===== config.mk =====
export PLATFORM = sky130hd
export DESIGN_NAME = offside_rule_indent_tracker_core
export DESIGN_NICKNAME = d
export VERILOG_FILES = /design/src/rtl/core/oit_pkg.sv /design/src/rtl/core/oit_cell.sv /design/src/rtl/core/oit_stack.sv /design/src/rtl/core/offside_rule_indent_tracker_core.sv
export SDC_FILE = /design/constraint.sdc
export NUM_CORES = 1
export LEC_CHECK = 0
export ABC_AREA = 0
export BUFFER_PORTS_ARGS = -buffer_cell sky130_fd_sc_hd__buf_2
export CORE_MARGIN = 8
export CORE_UTILIZATION = 50
export CTS_CLUSTER_DIAMETER = 200
export DETAILED_ROUTE_END_ITERATION = 10
export PLACE_DENSITY = 0.67
export RECOVER_POWER = 100
export SYNTH_ARGS = -nofsm -noshare
export SYNTH_HDL_FRONTEND = slang
export SYNTH_SLANG_ARGS = --single-unit

===== constraint.sdc =====
create_clock -name clk -period 11.08 [get_ports clk]
set_input_delay 1.662 -clock clk [delete_from_list [all_inputs] [get_ports clk]]
set_output_delay 1.662 -clock clk [all_outputs]
set_load 0.01 [all_outputs]

===== src/rtl/core/oit_pkg.sv =====
// Shared types and constants for the offside-rule indent tracker.
// Holds the channel word structs, token kinds, region codes and stack sizing.
// No dependencies; every other file in rtl/core imports this package.
package oit_pkg;

  // Stack sizing and indent count width.
  localparam int STACK_DEPTH = 16;
  localparam int INDENT_BITS = 8;
  localparam int DEPTH_W     = $clog2(STACK_DEPTH + 1);

  // Line and column counters.
  localparam int POS_W = 16;

  // Tab width register.
  localparam int          TAB_W       = 4;
  localparam logic [3:0]  TAB_W_RESET = 4'd4;

  // Character codes that steer the scanner.
  localparam logic [7:0] CH_TAB   = 8'h09;
  localparam logic [7:0] CH_NL    = 8'h0A;
  localparam logic [7:0] CH_SPACE = 8'h20;
  localparam logic [7:0] CH_QUOTE = 8'h22;
  localparam logic [7:0] CH_HASH  = 8'h23;

  typedef logic [INDENT_BITS-1:0] indent_t;
  typedef logic [DEPTH_W-1:0]     depth_t;
  typedef logic [POS_W-1:0]       pos_t;

  // Token kinds carried in the result word.
  typedef enum logic [2:0] {
    K_NEWLINE      = 3'd0,
    K_INDENT       = 3'd1,
    K_DEDENT       = 3'd2,
    K_EOF          = 3'd3,
    K_BAD_DEDENT   = 3'd4,
    K_UNTERMINATED = 3'd5,
    K_OVERFLOW     = 3'd6
  } kind_t;

  // Scanner regions.
  typedef enum logic [1:0] {
    RG_NORMAL  = 2'd0,
    RG_COMMENT = 2'd1,
    RG_STRING  = 2'd2,
    RG_LEADING = 2'd3
  } region_t;

  // Input channel word.
  typedef struct packed {
    logic [7:0] ch;
    logic       is_end;
  } in_word_t;

  // Result channel word.
  typedef struct packed {
    kind_t kind;
    pos_t  line;
    pos_t  column;
    logic  last;
  } out_word_t;

  // Shift control for the indent stack cells.
  typedef struct packed {
    logic push;
    logic pop;
  } stk_op_t;

endpackage


===== src/rtl/core/oit_cell.sv =====
// One cell of the indent stack: holds one indent width.
// Shifts down on a push and up on a pop; depends on oit_pkg.
module oit_cell (
  input  logic             clk,
  input  logic             rst_n,
  input  logic             anchor,
  input  oit_pkg::stk_op_t op,
  input  oit_pkg::indent_t from_up,
  input  oit_pkg::indent_t from_down,
  output oit_pkg::indent_t val
);
  import oit_pkg::*;

  indent_t val_r;

  // The anchor cell holds level zero after reset; other cells start unknown.
  always_ff @(posedge clk) begin
    if (!rst_n && anchor) begin
      val_r <= '0;
    end else if (op.push) begin
      val_r <= from_up;
    end else if (op.pop) begin
      val_r <= from_down;
    end
  end

  assign val = val_r;

endmodule


===== src/rtl/core/oit_stack.sv =====
// Indent stack built as a row of oit_cell instances, top of stack in cell 0.
// Depends on oit_pkg and oit_cell.
module oit_stack (
  input  logic             clk,
  input  logic             rst_n,
  input  oit_pkg::stk_op_t op,
  input  oit_pkg::indent_t push_val,
  output oit_pkg::indent_t top,
  output oit_pkg::indent_t second
);
  import oit_pkg::*;

  indent_t val [STACK_DEPTH];
  indent_t up  [STACK_DEPTH];
  indent_t dn  [STACK_DEPTH];

  // Each cell takes its upper neighbor on a push and its lower one on a pop.
  for (genvar i = 0; i < STACK_DEPTH; i++) begin : g_cell
    if (i == 0) begin : g_first
      assign up[i] = push_val;
    end else begin : g_mid_up
      assign up[i] = val[i-1];
    end
    if (i == STACK_DEPTH - 1) begin : g_last
      assign dn[i] = val[i];
    end else begin : g_mid_dn
      assign dn[i] = val[i+1];
    end

    oit_cell u_cell (
      .clk       (clk),
      .rst_n     (rst_n),
      .anchor    (i == 0),
      .op        (op),
      .from_up   (up[i]),
      .from_down (dn[i]),
      .val       (val[i])
    );
  end

  assign top    = val[0];
  assign second = val[1];

endmodule


===== src/rtl/core/offside_rule_indent_tracker_core.sv =====
// Offside-rule indent tracker: turns a byte stream into NEWLINE, INDENT,
// DEDENT and EOF tokens, plus bad-dedent, unterminated and overflow tokens.
// A result word is in the output register the cycle after the accepting edge.
// Throughput: one input word per cycle while each causes at most one result and
// the output is free; a word with more results holds the input, as the sequencer
// emits one word and shifts the stack one level per unstalled cycle. Sync reset
// clears control state, stack to level zero, tab width to 4; no clearing pass.
module offside_rule_indent_tracker_core (
  input  logic               clk,
  input  logic               rst_n,
  input  logic               cfg_wr_en,
  input  logic [3:0]         cfg_wr_data,
  input  logic               in_valid,
  output logic               in_stall,
  input  oit_pkg::in_word_t  in_word,
  output logic               out_valid,
  input  logic               out_stall,
  output oit_pkg::out_word_t out_word
);
  import oit_pkg::*;

  typedef enum logic [3:0] {
    S_IDLE,
    S_INDENT,
    S_DEDENT,
    S_BAD,
    S_OVF,
    S_UNTERM,
    S_NEWLINE,
    S_END_POP,
    S_EOF
  } state_t;

  state_t          state_r, state_nxt;
  logic [TAB_W-1:0] tab_width_r, tab_width_nxt;
  region_t         region_r, region_nxt;
  indent_t         space_count_r, space_count_nxt;
  depth_t          depth_r, depth_nxt;
  pos_t            line_count_r, line_count_nxt;
  pos_t            column_count_r, column_count_nxt;
  logic            failed_r, failed_nxt;
  logic            end_r, end_nxt;
  logic            nl_r, nl_nxt;
  indent_t         sp_r, sp_nxt;
  logic            out_valid_r, out_valid_nxt;
  out_word_t       out_word_r, out_word_nxt;

  logic            ld_ok;
  logic            acc;
  logic            fire;
  logic            in_nl;
  logic            in_blank;
  state_t          st0;
  state_t          cur;
  state_t          nxt;
  logic            cur_end;
  logic            cur_nl;
  indent_t         cur_sp;
  indent_t         stk_top;
  indent_t         stk_second;
  stk_op_t         stk_op;
  logic [INDENT_BITS:0] sp_sum;

  // What follows once the indent decision is settled.
  function automatic state_t cont_st(input logic is_end, input logic nl, input logic more);
    state_t s;
    if (is_end) begin
      s = more ? S_END_POP : S_EOF;
    end else begin
      s = nl ? S_NEWLINE : S_IDLE;
    end
    return s;
  endfunction

  // Handshake: a word is taken only when the sequencer and output slot are free.
  assign ld_ok    = !out_valid_r || !out_stall;
  assign in_stall = (state_r != S_IDLE) || !ld_ok;
  assign acc      = in_valid && !in_stall;

  assign in_nl    = (in_word.ch == CH_NL);
  assign in_blank = (in_word.ch == CH_SPACE) || (in_word.ch == CH_TAB);

  // Held item fields while the sequencer runs, live fields in the idle cycle.
  assign cur_end = (state_r == S_IDLE) ? in_word.is_end : end_r;
  assign cur_nl  = (state_r == S_IDLE) ? in_nl : nl_r;
  assign cur_sp  = (state_r == S_IDLE) ? space_count_r : sp_r;

  // Saturating indent count for the next leading blank.
  assign sp_sum = {1'b0, space_count_r} +
                  ((in_word.ch == CH_TAB) ? (INDENT_BITS+1)'(tab_width_r)
                                          : (INDENT_BITS+1)'(1));

  // First sequencer step for an accepted word.
  always_comb begin
    st0 = S_IDLE;
    unique case (region_r)
      RG_LEADING: begin
        if (in_word.is_end || !in_blank) begin
          if (space_count_r > stk_top) begin
            st0 = (depth_r == DEPTH_W'(STACK_DEPTH)) ? S_OVF : S_INDENT;
          end else if (space_count_r < stk_top) begin
            st0 = S_DEDENT;
          end else begin
            st0 = cont_st(in_word.is_end, in_nl, depth_r > DEPTH_W'(1));
          end
        end
      end
      RG_STRING: begin
        st0 = in_word.is_end ? S_UNTERM : S_IDLE;
      end
      default: begin
        if (in_word.is_end) begin
          st0 = cont_st(1'b1, 1'b0, depth_r > DEPTH_W'(1));
        end else begin
          st0 = in_nl ? S_NEWLINE : S_IDLE;
        end
      end
    endcase
  end

  assign cur  = (state_r != S_IDLE) ? state_r :
                ((acc && !failed_r) ? st0 : S_IDLE);
  assign fire = (cur != S_IDLE) && ld_ok;

  // Scanner state, sequencer and result word.
  always_comb begin
    tab_width_nxt    = cfg_wr_en ? cfg_wr_data : tab_width_r;
    region_nxt       = region_r;
    space_count_nxt  = space_count_r;
    depth_nxt        = depth_r;
    line_count_nxt   = line_count_r;
    column_count_nxt = column_count_r;
    failed_nxt       = failed_r;
    end_nxt          = end_r;
    nl_nxt           = nl_r;
    sp_nxt           = sp_r;
    stk_op           = '0;
    nxt              = S_IDLE;
    out_word_nxt     = out_word_r;

    // Region and position updates that the accepted byte causes.
    if (acc && !failed_r) begin
      end_nxt = in_word.is_end;
      nl_nxt  = in_nl;
      sp_nxt  = space_count_r;
      if (in_word.is_end) begin
        if (region_r == RG_LEADING) begin
          region_nxt      = RG_NORMAL;
          space_count_nxt = '0;
        end
      end else begin
        unique case (region_r)
          RG_LEADING: begin
            if (in_blank) begin
              space_count_nxt = sp_sum[INDENT_BITS] ? '1 : sp_sum[INDENT_BITS-1:0];
              if (column_count_r != '1) column_count_nxt = column_count_r + 1'b1;
            end else begin
              region_nxt      = RG_NORMAL;
              space_count_nxt = '0;
              if (!in_nl) begin
                if (in_word.ch == CH_HASH) region_nxt = RG_COMMENT;
                else if (in_word.ch == CH_QUOTE) region_nxt = RG_STRING;
                if (column_count_r != '1) column_count_nxt = column_count_r + 1'b1;
              end
            end
          end
          RG_COMMENT: begin
            if (!in_nl && column_count_r != '1) column_count_nxt = column_count_r + 1'b1;
          end
          RG_STRING: begin
            if (in_word.ch == CH_QUOTE) region_nxt = RG_NORMAL;
            if (column_count_r != '1) column_count_nxt = column_count_r + 1'b1;
          end
          RG_NORMAL: begin
            if (!in_nl) begin
              if (in_word.ch == CH_HASH) region_nxt = RG_COMMENT;
              else if (in_word.ch == CH_QUOTE) region_nxt = RG_STRING;
              if (column_count_r != '1) column_count_nxt = column_count_r + 1'b1;
            end
          end
        endcase
      end
    end

    // One result word per firing step.
    if (fire) begin
      out_word_nxt.line   = line_count_r;
      out_word_nxt.column = column_count_r;
      out_word_nxt.kind   = K_EOF;
      unique case (cur)
        S_INDENT: begin
          out_word_nxt.kind   = K_INDENT;
          out_word_nxt.column = POS_W'(1);
          stk_op.push         = 1'b1;
          depth_nxt           = depth_r + 1'b1;
          nxt                 = cont_st(cur_end, cur_nl, 1'b1);
        end
        S_DEDENT: begin
          out_word_nxt.kind   = K_DEDENT;
          out_word_nxt.column = POS_W'(1);
          stk_op.pop          = 1'b1;
          depth_nxt           = depth_r - 1'b1;
          if (cur_sp < stk_second) begin
            nxt = S_DEDENT;
          end else if (cur_sp > stk_second) begin
            nxt = S_BAD;
          end else begin
            nxt = cont_st(cur_end, cur_nl, depth_r > DEPTH_W'(2));
          end
        end
        S_BAD: begin
          out_word_nxt.kind   = K_BAD_DEDENT;
          out_word_nxt.column = POS_W'(1);
          failed_nxt          = 1'b1;
        end
        S_OVF: begin
          out_word_nxt.kind = K_OVERFLOW;
          failed_nxt        = 1'b1;
        end
        S_UNTERM: begin
          out_word_nxt.kind = K_UNTERMINATED;
          failed_nxt        = 1'b1;
        end
        S_NEWLINE: begin
          out_word_nxt.kind = K_NEWLINE;
          if (line_count_r != '1) line_count_nxt = line_count_r + 1'b1;
          column_count_nxt = POS_W'(1);
          region_nxt       = RG_LEADING;
          space_count_nxt  = '0;
        end
        S_END_POP: begin
          out_word_nxt.kind = K_DEDENT;
          stk_op.pop        = 1'b1;
          depth_nxt         = depth_r - 1'b1;
          nxt               = (depth_r > DEPTH_W'(2)) ? S_END_POP : S_EOF;
        end
        S_EOF: begin
          out_word_nxt.kind = K_EOF;
        end
        S_IDLE: begin
          out_word_nxt.kind = K_EOF;
        end
      endcase
      out_word_nxt.last = (nxt == S_IDLE);
    end

    state_nxt     = fire ? nxt : state_r;
    out_valid_nxt = fire ? 1'b1 : (out_valid_r && out_stall);
  end

  // State and registered outputs.
  always_ff @(posedge clk) begin
    if (!rst_n) begin
      state_r        <= S_IDLE;
      tab_width_r    <= TAB_W_RESET;
      region_r       <= RG_NORMAL;
      space_count_r  <= '0;
      depth_r        <= DEPTH_W'(1);
      line_count_r   <= POS_W'(1);
      column_count_r <= POS_W'(1);
      failed_r       <= 1'b0;
      out_valid_r    <= 1'b0;
    end else begin
      state_r        <= state_nxt;
      tab_width_r    <= tab_width_nxt;
      region_r       <= region_nxt;
      space_count_r  <= space_count_nxt;
      depth_r        <= depth_nxt;
      line_count_r   <= line_count_nxt;
      column_count_r <= column_count_nxt;
      failed_r       <= failed_nxt;
      out_valid_r    <= out_valid_nxt;
    end
    end_r      <= end_nxt;
    nl_r       <= nl_nxt;
    sp_r       <= sp_nxt;
    out_word_r <= out_word_nxt;
  end

  // Indent stack as a row of shifting cells.
  oit_stack u_stack (
    .clk      (clk),
    .rst_n    (rst_n),
    .op       (stk_op),
    .push_val (cur_sp),
    .top      (stk_top),
    .second   (stk_second)
  );

  assign out_valid = out_valid_r;
  assign out_word  = out_word_r;

`ifndef SYNTH
  // A push never goes past the last cell.
  a_push_room: assert property (@(posedge clk) disable iff (!rst_n)
    stk_op.push |-> (depth_r < DEPTH_W'(STACK_DEPTH)))
    else $error("indent stack push while full");

  // A pop never removes level zero.
  a_pop_floor: assert property (@(posedge clk) disable iff (!rst_n)
    stk_op.pop |-> (depth_r > DEPTH_W'(1)))
    else $error("indent stack pop at level zero");

  // After a failure no further word is produced.
  a_failed_quiet: assert property (@(posedge clk) disable iff (!rst_n)
    failed_r |-> !fire)
    else $error("result word after failure");

  // The word marked last returns the sequencer to idle.
  a_last_idle: assert property (@(posedge clk) disable iff (!rst_n)
    (fire && out_word_nxt.last) |=> (state_r == S_IDLE))
    else $error("sequencer busy after last word");
`endif

endmodule


==> out/metrics.cfg <==
[status]
status=finished with violations
violations=capacitance limit, slew limit

[logic_synthesis]
yosysSeqAreaShare_pct=57.2
synth.avg_cell_area_um2=12.4
synth_compound_area_share_pct=8.65
yosys_warnings=0
async_flop_share_pct=0
synth-adder-area-share_pct=3.35
yosysUniqueCellTypes=72
synthMuxAreaShare_pct=12.4
synth_ff_type=edfxtp_1
syn_nets=936
syn_inst=890
synth_top_family_by_area=simple AND/OR/NAND/NOR gates
synth_seq_cells=231
netlist_area_um2=11000
yosys.area_share.simple_pct=13.5
synth_edf_count=166
synth_xor_xnor_area_share_pct=1.83

[timing]
tns_ns=0
finalMaxSlewViolations=79
worst_pin_slew_ns=2.77
period_share_pct=69.3
max_freq_mhz=130
hold_viol=0
relSlewSlack_pct=-86.1
skew_ns=0.0169
finalSetupViolCount=0
post-route-min-period_ns=7.68
rsz0062_at_grt=no

[routing]
wl_per_cell_um=16.7
routed.top_layer=met4
wl_met1_um=9720
vias=6800
dr_wl_met3_um=683
drt.antenna.violating_nets=0
wirelength_um=20600
drt_pass1_iterations=5
route.met2.wl_um=9740
detail_route.iter0.violations=540
viasPerCell=5.50
drc=0

[finish]
nFillCells=1861
layout.nets=984
drive_above_1_share_pct=14.2
mostFrequentLayoutCell=edfxtp_1
final_cells=1236
diodes=0
area.growth.synth_to_final_pct=9.70
layout_common_cells=166 x edfxtp_1, 72 x nand2_1, 72 x mux2_2

[die]
ioPinCount=56
rows=54
die_h_um=164
coreArea_um2=21700
die_w_um=164
start_util_pct=50.7
die-area_um2=27000

[power_and_ir_drop]
p_per_area_nw_per_um2=266
max-vdd-ir-drop_uv=180
power_leakage_nw=4.35

[setup_path]
crit_arrival_ns=8.10
end_kind=flip-flop
startpoint_type=flip-flop
worstRegToRegCells=12
required_ns=11.50
crit_fanout=88
path_class=reg -> reg

[cts]
clock-sinks=231
cts.htree.levels=1
clk_pin_slew_ns=0.06
cts_buffers=25
cts_setup_buffers=0
cts_repair_resize_count=0
ctsHoldBuffers=0
clockBufferDepth=3
clk_latency_ns=0.51
cts_tree=yes
cts-root-buf=clkbuf_16

[grt]
grt_max_degree=89
grt_pass1_vias=6603
track_usage_pct=15.4
grt_pass1_wl_um=34200
overflow=0
antenna_found_initial=0

[placement]
io_buffers=55
place.gp.congestion=0.831
hpwl_um=13300
dp.cells=1191

[hold_path]
holdPathStages=0
holdCritPathClass=reg -> reg

[flow_run]
cap_violations=3

-- state kept, by name, indices dropped and copies added, names as in the netlist --
name	count
nl_r	1
u_stack.g_cell.u_cell.val	128
failed_r	1
out_valid	1
end_r	1
space_count_r	8
sp_r	8
region_r	2
column_count_r	16
state_r	4
depth_r	5
out_word	36
tab_width_r	4
line_count_r	16
-- report_power, final --
group / switching (W) / total [W] / internal [W]
Clock: 0.000332 / 0.000820 / 0.000488
Combinational: 0.000520 / 0.000862 / 0.000343
Sequential: 0.000134 / 0.00152 / 0.00139
-- layout make-up --
type	instances	area, um^2	share of cell area [%]
multi-input combinational	588	4240	35.2
sequential	231	6290	52.1
inverter	31	118	0.975
clock inverter	12	144	1.19
timing repair buffer	61	265	2.20
clock buffer	33	656	5.44
tap	280	350	2.91
-- kinds of logic (layout without fill, tap and decap cells) --
logic type | Yosys count | count (layout)
buffers and inverters | 71 | 137
AND/OR/NAND/NOR | 276 | 276
multiplexers | 123 | 123
XOR/XNOR | 23 | 23
flip-flops | 231 | 231
AO/OA/AOI/OAI | 137 | 137
adder cells (fa/ha/maj) | 29 | 29
-- final timing paths --
kind,slack (ns),endpoint,start
setup / recovery,3.40,u_stack.g_cell[0].u_cell.val[4],state_r[3]
hold / removal,0.45,u_stack.g_cell[15].u_cell.val[1],u_stack.g_cell[14].u_cell.val[1]
setup reg to reg,3.40,u_stack.g_cell[0].u_cell.val[4],state_r[3]
hold reg to reg,0.45,u_stack.g_cell[15].u_cell.val[1],u_stack.g_cell[14].u_cell.val[1]
-- layer usage --
| layer | vias up | global-route usage [%] |
|---|---|---|
| li1 | 3387 | - |
| met2 | 93 | 25.4 |
| met1 | 3288 | 20.5 |
| met3 | 32 | 2.58 |
| met5 | - | 0 |
| met4 | 0 | 4.71 |
-- stage by stage --
stage,setup slack (ns),total power (W),cell area [um^2],utilization (%),hold WS [ns]
after CTS,5.19,0.00328,12200,56.4,0.445
after global placement,4.76,0.00242,11400,52.8,0.431
after detailed placement,4.66,0.00244,11400,52.8,0.432
after global routing,2.48,0.00339,12100,55.6,0.452
after floorplan,5.65,0.00218,11000,-,0.420
final,3.40,0.00320,12100,55.6,0.445
-- critical path: stages, from the launching register on --
cell        delay, ns
dfxtp_1          0.33
nor4_1           2.18
nand3_1          0.50
clkinvlp_2       0.72
nand2_1          0.14
o21ai_0          0.19
buf_4            0.27
nand4_4          0.57
o311ai_0         0.51
buf_4            0.56
buf_4            0.89
nand2_1          0.37
o22ai_1          0.30
-- cells in the mapped netlist, types with 16 or more instances --
| library cell | number | share of area (%) |
|---|---|---|
| edfxtp_1 | 166 | 45 |
| mux2_2 | 72 | 7.4 |
| nand2_1 | 71 | 2.4 |
| nor2_1 | 67 | 2.3 |
| dfxtp_1 | 65 | 12 |
| o21ai_0 | 35 | 1.6 |
| mux2_1 | 33 | 3.4 |
| inv_1 | 29 | 0.99 |
| a21oi_1 | 28 | 1.3 |
| nor2b_1 | 28 | 1.6 |
| ha_1 | 27 | 3.1 |
| mux2i_1 | 18 | 1.6 |
| nand4_1 | 17 | 0.97 |
| nand3_1 | 16 | 0.73 |
Note: power is estimated with default switching activity, not from simulation.
